==> config.mk <==
export PLATFORM = sky130hd
export DESIGN_NAME = sorted_priority_queue
export DESIGN_NICKNAME = d
export VERILOG_FILES = /design/src/sv/spq_pkg.sv /design/src/sv/spq_ctrl.sv /design/src/sv/spq_datapath.sv /design/src/sv/sorted_priority_queue.sv
export SDC_FILE = /design/constraint.sdc
export NUM_CORES = 2
export LEC_CHECK = 0
export BUFFER_PORTS_ARGS = -buffer_cell sky130_fd_sc_hd__buf_2
export CORE_ASPECT_RATIO = 0.9
export CORE_UTILIZATION = 40
export DETAILED_ROUTE_END_ITERATION = 16
export GPL_ROUTABILITY_DRIVEN = 1
export SLEW_MARGIN = 20
export SYNTH_ARGS = -nofsm -noshare
export SYNTH_HDL_FRONTEND = slang
export SYNTH_SLANG_ARGS = --single-unit
export TNS_END_PERCENT = 20
==> constraint.sdc <==
create_clock -name clk_i -period 11.3 [get_ports clk_i]
set_input_delay 1.13 -clock clk_i [delete_from_list [all_inputs] [get_ports clk_i]]
set_output_delay 1.13 -clock clk_i [all_outputs]
set_load 0.05 [all_outputs]
==> src/sv/spq_pkg.sv <==
package spq_pkg;

  localparam int unsigned DATA_W       = 32;
  localparam int unsigned OCC_W        = 5;
  localparam int unsigned DEF_CAPACITY = 16;

  localparam logic [1:0] CMD_ENQ  = 2'd0;
  localparam logic [1:0] CMD_DEQ  = 2'd1;
  localparam logic [1:0] CMD_DUMP = 2'd2;

  localparam logic [1:0] STATUS_OK    = 2'd0;
  localparam logic [1:0] STATUS_FULL  = 2'd1;
  localparam logic [1:0] STATUS_EMPTY = 2'd2;

  typedef enum logic [1:0] {
    OP_NOP,
    OP_ENQ,
    OP_DEQ,
    OP_ROT
  } op_e;

  typedef struct packed {
    op_e        op;
    logic       load;
    logic       entry_valid;
    logic       last;
    logic [1:0] status;
  } spq_cmd_t;

  typedef struct packed {
    logic full;
    logic empty;
    logic single;
  } spq_stat_t;

endpackage

==> src/sv/spq_ctrl.sv <==
module spq_ctrl import spq_pkg::*; #(
  parameter int unsigned CAPACITY = DEF_CAPACITY,
  localparam int unsigned CW      = $clog2(CAPACITY + 1)
) (
  input  logic          clk_i,
  input  logic          rst_ni,
  input  logic          in_valid_i,
  output logic          in_stall_o,
  input  logic [1:0]    cmd_i,
  output logic          out_valid_o,
  input  logic          out_stall_i,
  input  spq_stat_t     stat_i,
  input  logic [CW-1:0] count_i,
  output spq_cmd_t      cmd_o
);

  typedef enum logic {
    ST_IDLE,
    ST_DUMP
  } state_e;

  state_e        state_q, state_d;
  logic [CW-1:0] remain_q, remain_d;
  logic          out_valid_q, out_valid_d;
  logic          out_free;
  logic          accept;

  assign out_free   = !out_valid_q || !out_stall_i;
  assign in_stall_o = (state_q != ST_IDLE) || !out_free;
  assign accept     = in_valid_i && !in_stall_o;

  always_comb begin
    state_d      = state_q;
    remain_d     = remain_q;
    cmd_o        = '{op: OP_NOP, load: 1'b0, entry_valid: 1'b0, last: 1'b1,
                     status: STATUS_OK};
    unique case (state_q)
      ST_IDLE: begin
        if (accept) begin
          cmd_o.load = 1'b1;
          unique case (cmd_i)
            CMD_ENQ: begin
              if (stat_i.full) cmd_o.status = STATUS_FULL;
              else cmd_o.op = OP_ENQ;
            end
            CMD_DEQ: begin
              if (stat_i.empty) cmd_o.status = STATUS_EMPTY;
              else cmd_o.op = OP_DEQ;
            end
            CMD_DUMP: begin
              if (!stat_i.empty) begin
                // first entry goes out with the transaction, the rest follow
                cmd_o.op          = OP_ROT;
                cmd_o.entry_valid = 1'b1;
                cmd_o.last        = stat_i.single;
                if (!stat_i.single) begin
                  state_d  = ST_DUMP;
                  remain_d = count_i - CW'(1);
                end
              end
            end
            default: ;
          endcase
        end
      end
      ST_DUMP: begin
        if (out_free) begin
          cmd_o.load        = 1'b1;
          cmd_o.op          = OP_ROT;
          cmd_o.entry_valid = 1'b1;
          cmd_o.last        = (remain_q == CW'(1));
          remain_d          = remain_q - CW'(1);
          if (remain_q == CW'(1)) state_d = ST_IDLE;
        end
      end
      default: ;
    endcase
    out_valid_d = cmd_o.load || (out_valid_q && out_stall_i);
  end

  always_ff @(posedge clk_i or negedge rst_ni) begin
    if (!rst_ni) begin
      state_q     <= ST_IDLE;
      remain_q    <= '0;
      out_valid_q <= 1'b0;
    end else begin
      state_q     <= state_d;
      remain_q    <= remain_d;
      out_valid_q <= out_valid_d;
    end
  end

  assign out_valid_o = out_valid_q;

endmodule

==> src/sv/spq_datapath.sv <==
module spq_datapath import spq_pkg::*; #(
  parameter int unsigned CAPACITY = DEF_CAPACITY,
  localparam int unsigned CW      = $clog2(CAPACITY + 1)
) (
  input  logic                     clk_i,
  input  logic                     rst_ni,
  input  spq_cmd_t                 cmd_i,
  input  logic signed [DATA_W-1:0] item_value_i,
  input  logic signed [DATA_W-1:0] item_priority_i,
  output spq_stat_t                stat_o,
  output logic [CW-1:0]            count_o,
  output logic signed [DATA_W-1:0] out_value_o,
  output logic signed [DATA_W-1:0] out_priority_o,
  output logic                     entry_valid_o,
  output logic                     last_o,
  output logic [OCC_W-1:0]         occupancy_o,
  output logic [1:0]               status_o
);

  logic signed [DATA_W-1:0] val_q [CAPACITY];
  logic signed [DATA_W-1:0] pri_q [CAPACITY];
  logic [CAPACITY-1:0]      ge;
  logic [CW-1:0]            count_q, count_d;

  for (genvar i = 0; i < CAPACITY; i++) begin : g_cell
    localparam logic [CW-1:0] IDX  = CW'(i);
    localparam logic [CW-1:0] IDX1 = CW'(i + 1);
    logic                     boundary;
    logic signed [DATA_W-1:0] prev_val, prev_pri, next_val, next_pri;
    logic signed [DATA_W-1:0] val_d, pri_d;

    assign ge[i] = (IDX < count_q) && (pri_q[i] >= item_priority_i);

    if (i == 0) begin : g_first
      assign boundary = 1'b1;
      assign prev_val = item_value_i;
      assign prev_pri = item_priority_i;
    end else begin : g_inner
      assign boundary = ge[i-1];
      assign prev_val = val_q[i-1];
      assign prev_pri = pri_q[i-1];
    end

    if (i == CAPACITY - 1) begin : g_tail
      assign next_val = val_q[i];
      assign next_pri = pri_q[i];
    end else begin : g_body
      assign next_val = val_q[i+1];
      assign next_pri = pri_q[i+1];
    end

    always_comb begin
      val_d = val_q[i];
      pri_d = pri_q[i];
      unique case (cmd_i.op)
        OP_ENQ: begin
          // entries at or above the new priority stay, the rest move back one
          if (!ge[i]) begin
            if (boundary) begin
              val_d = item_value_i;
              pri_d = item_priority_i;
            end else begin
              val_d = prev_val;
              pri_d = prev_pri;
            end
          end
        end
        OP_DEQ: begin
          val_d = next_val;
          pri_d = next_pri;
        end
        OP_ROT: begin
          // head wraps round to the last occupied cell
          if (IDX1 == count_q) begin
            val_d = val_q[0];
            pri_d = pri_q[0];
          end else begin
            val_d = next_val;
            pri_d = next_pri;
          end
        end
        default: ;
      endcase
    end

    always_ff @(posedge clk_i) begin
      val_q[i] <= val_d;
      pri_q[i] <= pri_d;
    end
  end

  always_comb begin
    unique case (cmd_i.op)
      OP_ENQ:  count_d = count_q + CW'(1);
      OP_DEQ:  count_d = count_q - CW'(1);
      default: count_d = count_q;
    endcase
  end

  always_ff @(posedge clk_i or negedge rst_ni) begin
    if (!rst_ni) begin
      count_q <= '0;
    end else begin
      count_q <= count_d;
    end
  end

  always_ff @(posedge clk_i) begin
    if (cmd_i.load) begin
      out_value_o    <= cmd_i.entry_valid ? val_q[0] : '0;
      out_priority_o <= cmd_i.entry_valid ? pri_q[0] : '0;
      entry_valid_o  <= cmd_i.entry_valid;
      last_o         <= cmd_i.last;
      occupancy_o    <= OCC_W'(count_d);
      status_o       <= cmd_i.status;
    end
  end

  assign stat_o.full   = (count_q == CW'(CAPACITY));
  assign stat_o.empty  = (count_q == '0);
  assign stat_o.single = (count_q == CW'(1));
  assign count_o       = count_q;

endmodule

==> src/sv/sorted_priority_queue.sv <==
// a result is shown in the cycle after its transaction is accepted
// enqueue and dequeue act on all compare-and-shift cells in parallel
// a dump gives one result per held entry, the store rotating one cell per result
// a new transaction is taken once the output register is free and no dump is running
// reset (rst_ni, asynchronous, active low) empties the queue and clears the output valid
module sorted_priority_queue import spq_pkg::*; #(
  parameter int unsigned CAPACITY = DEF_CAPACITY
) (
  input  logic                     clk_i,
  input  logic                     rst_ni,
  input  logic                     in_valid_i,
  output logic                     in_stall_o,
  input  logic [1:0]               cmd_i,
  input  logic signed [DATA_W-1:0] item_value_i,
  input  logic signed [DATA_W-1:0] item_priority_i,
  output logic                     out_valid_o,
  input  logic                     out_stall_i,
  output logic signed [DATA_W-1:0] out_value_o,
  output logic signed [DATA_W-1:0] out_priority_o,
  output logic                     entry_valid_o,
  output logic                     last_o,
  output logic [OCC_W-1:0]         occupancy_o,
  output logic [1:0]               status_o
);

  localparam int unsigned CW = $clog2(CAPACITY + 1);

  spq_cmd_t      cmd;
  spq_stat_t     stat;
  logic [CW-1:0] count;

  spq_ctrl #(.CAPACITY(CAPACITY)) u_ctrl (
    .clk_i       (clk_i),
    .rst_ni      (rst_ni),
    .in_valid_i  (in_valid_i),
    .in_stall_o  (in_stall_o),
    .cmd_i       (cmd_i),
    .out_valid_o (out_valid_o),
    .out_stall_i (out_stall_i),
    .stat_i      (stat),
    .count_i     (count),
    .cmd_o       (cmd)
  );

  spq_datapath #(.CAPACITY(CAPACITY)) u_datapath (
    .clk_i           (clk_i),
    .rst_ni          (rst_ni),
    .cmd_i           (cmd),
    .item_value_i    (item_value_i),
    .item_priority_i (item_priority_i),
    .stat_o          (stat),
    .count_o         (count),
    .out_value_o     (out_value_o),
    .out_priority_o  (out_priority_o),
    .entry_valid_o   (entry_valid_o),
    .last_o          (last_o),
    .occupancy_o     (occupancy_o),
    .status_o        (status_o)
  );

endmodule

# Yosys cells after proc, flatten, opt, wreduce, memory -nomap -nowiden
# Memory sizes are Yosys's and may differ from the RTL's.
# Cells that the tools add are included.
# word_totals
latch_bits	0
in_bits	70
mem_bits_ro	0
ram_bits	1024
n_memories	2
ff_bits	85
# classes
n_div	0
add_sub_neg	3
mux	152
bitwise_logic	2
n_mul	0
magnitude_cmp	32
n_eq_ne	29
n_reduce_logical	29
shifts	0
# memory_table
memory	depth	word_bits	read_ports	rd_clocked_by_memory_dff	wr	line	text
u_datapath.pri_q	16	32	16	0	16	spq_datapath.sv:21	logic signed [DATA_W-1:0] pri_q [CAPACITY];
u_datapath.val_q	16	32	16	0	16	spq_datapath.sv:20	logic signed [DATA_W-1:0] val_q [CAPACITY];
# op_table
op	n
two-way mux 32 bit	94
one-hot mux 32 bit (3 select lines)	30
greater-or-equal comparator 32 bit	16
one-hot mux 32 bit (2 select lines)	2
== test 4 x 5 -> 1 bit, first input constant	8
less-than comparator 4 x 5 -> 1 bit, first input constant	8
two-way mux 5 bit	6
one-hot mux 5 bit (2 select lines)	3
== test 3 x 5 -> 1 bit, first input constant	4
less-than comparator 3 x 5 -> 1 bit, first input constant	4
logical AND 1 bit	18
== test 2 x 5 -> 1 bit, first input constant	2
== test 5 x 1 -> 1 bit, second input constant	2
less-than comparator 1 x 5 -> 1 bit, first input constant	2
less-than comparator 2 x 5 -> 1 bit, first input constant	2
two-way mux 2 bit	5
subtractor 5 x 1 -> 5 bit, second input constant	2
two-way mux 1 bit	8
inequality test 2 bit, second input constant	4
two-way mux 7 bit	1
== test 2 bit, second input constant	3
one-hot mux 2 bit (3 select lines)	1
adder 5 x 1 -> 5 bit, second input constant	1
== test 1 x 5 -> 1 bit, first input constant	1
other kinds (13)	20

# Depth between registers and ports, before layout
# logic_depth
word_depth	10
depth_mapped	17
depth_no_buf	14

# Modules after synthesis
# From an unflattened synthesis, not the netlist that was laid out.
# unflattened
cells_unflattened	6812
area_unflattened_um2	72185.5
# modules_own_cells
module	cells_each	area_each_um2	seq_area_each_um2	n_inst
spq_datapath	6733	71531.1	33066.7	1
spq_ctrl	79	654.4	175.2	1

# Least setup slack after synthesis
# Ideal clock, no wire load.
# synth_path
path_kind	input to register
start	in item_priority_i[1]
end	mem u_datapath.pri_q[0][0] (enable)
t_arrival_ps	8423
required_time_ps	10698
path_stages	12
setup_slack_ps	2275
cell_sequence	clkbuf_1 > inv_1 > ha_1 > nor2b_1 > o211ai_1 > a2111oi_0 > or4b_1 > a32o_1 > nor2_4 > buf_2 > nor2_1 > a311oi_1
# synth_rtl
item	line	text
start: declaration	sorted_priority_queue.sv:15	input logic signed [DATA_W-1:0] item_priority_i,
end: declaration	spq_datapath.sv:21	

==> summary.md <==
| Metric | Value |
|---|---|
| Avg Synthesized Cell Area | 10.68 sq um |
| Final hold violation count | 0 |
| Post-synth EDFFs | ~1.1k |
| Max VDD drop | roughly 0.0004 V |
| Unrepaired setup endpoints after global routing | no |
| Post-CTS Setup Bufs | 0 |
| Hold Buf Count CTS | 0 |
| Fin. max-slew vios | 0 |
| Setup TNS | 0 ns |
| CP Max Fanout | 37 |
| Setup-failing EPs final | 0 |
| Overall routing resource usage | between 30% and 40% |
| DIE WIDTH | around 440 um |
| Clk slew on worst S/H paths | approximately 0.06 ns |
| Routed WL per cell | ~34 um |
| Top cell type's share of synthesized area | between 40% and 50% |
| Crit share post-route | a little under three fifths |
| Worst Setup End Kind | register |
| Share of cells above drive strength 1 | a little over 8% |
| Layout area overhead | 10.09% |
| Vias per cell | between 6 and 7 |
| Fill cells | 16.24k |
| Root Buffer | clkbuf_16 |
| Hold Crit Class | in2async |
| Seq cells post-synth | approximately 1.1k |
| Total iterations of the first detailed-routing run | 6 |
| DRC Markers | 0 |
| Vias | between 60k and 70k |
| Critical path type | reg2reg |
| DIE AREA | 178100 sq um |
| Worst Path Arrival | between 6 and 7 ns |
| Yosys warns | 0 |
| Sequential standard cell area | about 33000 sq um |
| Non-Filler Instances | 8895 |
| Port buffer count | roughly 140 |
| Maximum number of pins on one net before global-route repair | between 200 and 250 |
| Minimum clock period | between 6 and 7 ns |
| Final Cell Area | 77670 sq um |
| DP Area | around 73000 sq um |
| Area occupied by multi-input gates | between 30000 and 40000 sq um |
| Cell Pwr Density | slightly below 400 nW/um^2 |
| Mapped Cells | ~6.6k |
| Core Area | between 150000 and 200000 sq um |
| I/O Pins | approximately 150 |
| Final Power | between 30 and 40 mW |
| DRT iter0 DRCs | between 9k and 10k |
| Num rows | 145 |
| Max frequency | around 160 MHz |
| Clk sink count | ~1.1k |
| Synth Flop Type | edfxtp_1 |
| Seq/Total Area, Yosys | 47.12% |
| H-tree levels | 4 |
| Dpl cells | between 8k and 9k |
| Clock buffer depth | 3 |
| DRT Wirelength | approximately 300000 um |
| Final WS setup | approximately 5.0 ns |
| Post-Syn Nets | ~7k |
| Post-CTS Resized | 0 |
| Total gr overflow | 0 |
| Post-route ant nets | 0 |
| First-pass GRT wire length | ~430000 um |
| Worst-Skew Late Latency | around 0.83 ns |
| Netlist Area Pre-Place | a little over 70000 sq um |
| Cell taking the most area after synthesis | edfxtp_1 |
| CP startpoint kind | register |
| Pre-CTS WS | roughly 4.5 ns |
| Max-cap viol count | 0 |
| Initial Util | about 40% |
| Async SR Flop Fraction | 1.082% |
| Final Util | about 45% |
| Synth top area cells | edfxtp_1 (47%), mux2i_1 (10%), ha_1 (9.3%) |
| Worst path required time | 11.92 ns |
| Placer's final routability congestion estimate | between 0.9 and 1 |
| Hpwl dp | roughly 180000 um |
| CTS Buf Count | between 100 and 150 |
| Worst Max-Slew Pin Slew | approximately 1.2 ns |
| Antenna violations before repair | 29 |
| Hold slack | 0.2305 ns |
| Final net count | 7020 |
| Post-synthesis cell type count | 70 |
| Max-slew headroom | 18.66% |
| Die Ht | between 400 and 500 um |
| Outcome | finished, final reports clean |
| Vias in the first global route | ~59k |
| Leak pwr | 28.89 nW |
| Setup Skew | about 0.04 ns |
| CTS tree | done |
==> routing by layer <==
layer  vias to the layer above  wire length [um]  track usage, %
li1                      25600                 -               -
met1                     30750            120300           45.30
met2                      4868            127200           47.30
met3                       955             37640           7.910
met4                        20             16960           16.94
met5                         -               138               0
==> worst max-delay path, stage by stage, from the launching register on <==
cell and delay [ns]:
dfrtp_1 0.55, inv_1 0.24, ha_1 0.21, or4b_1 0.49, nand3_1 0.13, or3b_1 0.21, nand2_4 0.11, a21oi_1 0.50
ha_1 0.53, clkinv_1 0.96, nand2_4 0.95, buf_4 0.83, a21oi_1 0.19, o211ai_1 0.14
==> synth_stat cells (8+ instances only) <==
master	n
clkbuf_1	472
dfrtp_1	12
nand4_1	112
nor3b_1	8
nor2b_1	25
nor3_1	29
o221ai_1	664
buf_1	11
buf_2	39
buf_4	38
a2bb2oi_1	33
nand2b_1	8
nor4_1	20
nand2_1	1001
nand3_1	315
nor2_1	271
o21ai_0	110
ha_1	523
and2_1	69
a211oi_1	27
a21oi_1	410
a221oi_1	16
o21ai_1	53
edfxtp_1	1097
inv_1	74
mux2i_1	731
a21o_1	52
o211ai_1	252
buf_6	28
==> layout make-up <==
cell class                 count  area share, %
inverter                      75         0.3625
timing repair buffer         267          2.271
clock inverter                72          1.142
sequential                  1109          42.80
tap                         2352          3.789
clock buffer                 172          4.638
antenna                       11        0.03544
multi-input combinational   4837          44.96
==> logic make-up (layout without fill, tap and decap cells) <==
group	count (synthesis)	in the layout	synth area share, %
AND/OR/NAND/NOR	1901	1901	11.88
AO/OA/AOI/OAI	1678	1678	17.21
flip-flops	1109	1109	47.12
multiplexers	731	731	10.37
buffers and inverters	663	586	4.097
adder cells (fa/ha/maj)	523	523	9.275
XOR/XNOR	4	4	0.04965
other	0	11	0
==> sequential cells by signal, summed over array words and instances, names as in the netlist, 2 cells and up <==
signal and count:
u_datapath.status_o 2, u_datapath.out_priority_o 32, u_datapath.count_o 5, u_ctrl.remain_q 5, u_datapath.val_q 512, u_datapath.pri_q 512
u_datapath.occupancy_o 5, u_datapath.out_value_o 32
==> placed cells by master (no fill, tap or decap), types with 27 or more instances in the layout <==
cell type	n
inv_1	74
a2bb2oi_1	33
a21oi_1	404
nand2_4	27
o211ai_1	252
nor2_1	261
nor3_1	28
ha_1	522
mux2i_1	731
buf_4	114
edfxtp_1	1097
a21o_1	50
o221ai_1	664
o21ai_1	53
clkbuf_1	33
o21ai_0	110
buf_2	144
nand4_1	112
and2_1	69
nand3_1	313
clkbuf_16	139
nand2_1	974
==> power by group <==
part | switching [mW] | leakage [nW] | total [mW] | internal (mW)
combinational | 10.8 | 15.8 | 15.7 | 4.91
clock | 1.97 | 2.18 | 4.61 | 2.64
sequential | 1.88 | 10.9 | 10.5 | 8.59
total | 14.7 | 28.9 | 30.8 | 16.1
==> final timing paths <==
kind,end,cells past startpoint,slack (ns),from
max,u_datapath.val_q[3][6],13,5.01,u_datapath.count_o[1]
min,u_ctrl.out_valid_o,1,0.23,rst_ni
max reg2reg,u_datapath.val_q[3][6],13,5.01,u_datapath.count_o[1]
min reg2reg,u_datapath.val_q[2][46],2,0.55,u_datapath.val_q[2][78]
max in group asynchronous,u_ctrl.remain_q[1],1,10.77,rst_ni
min in group clk_i,u_datapath.val_q[2][46],2,0.55,u_datapath.val_q[2][78]
Note: power is estimated with default switching activity, not from simulation.
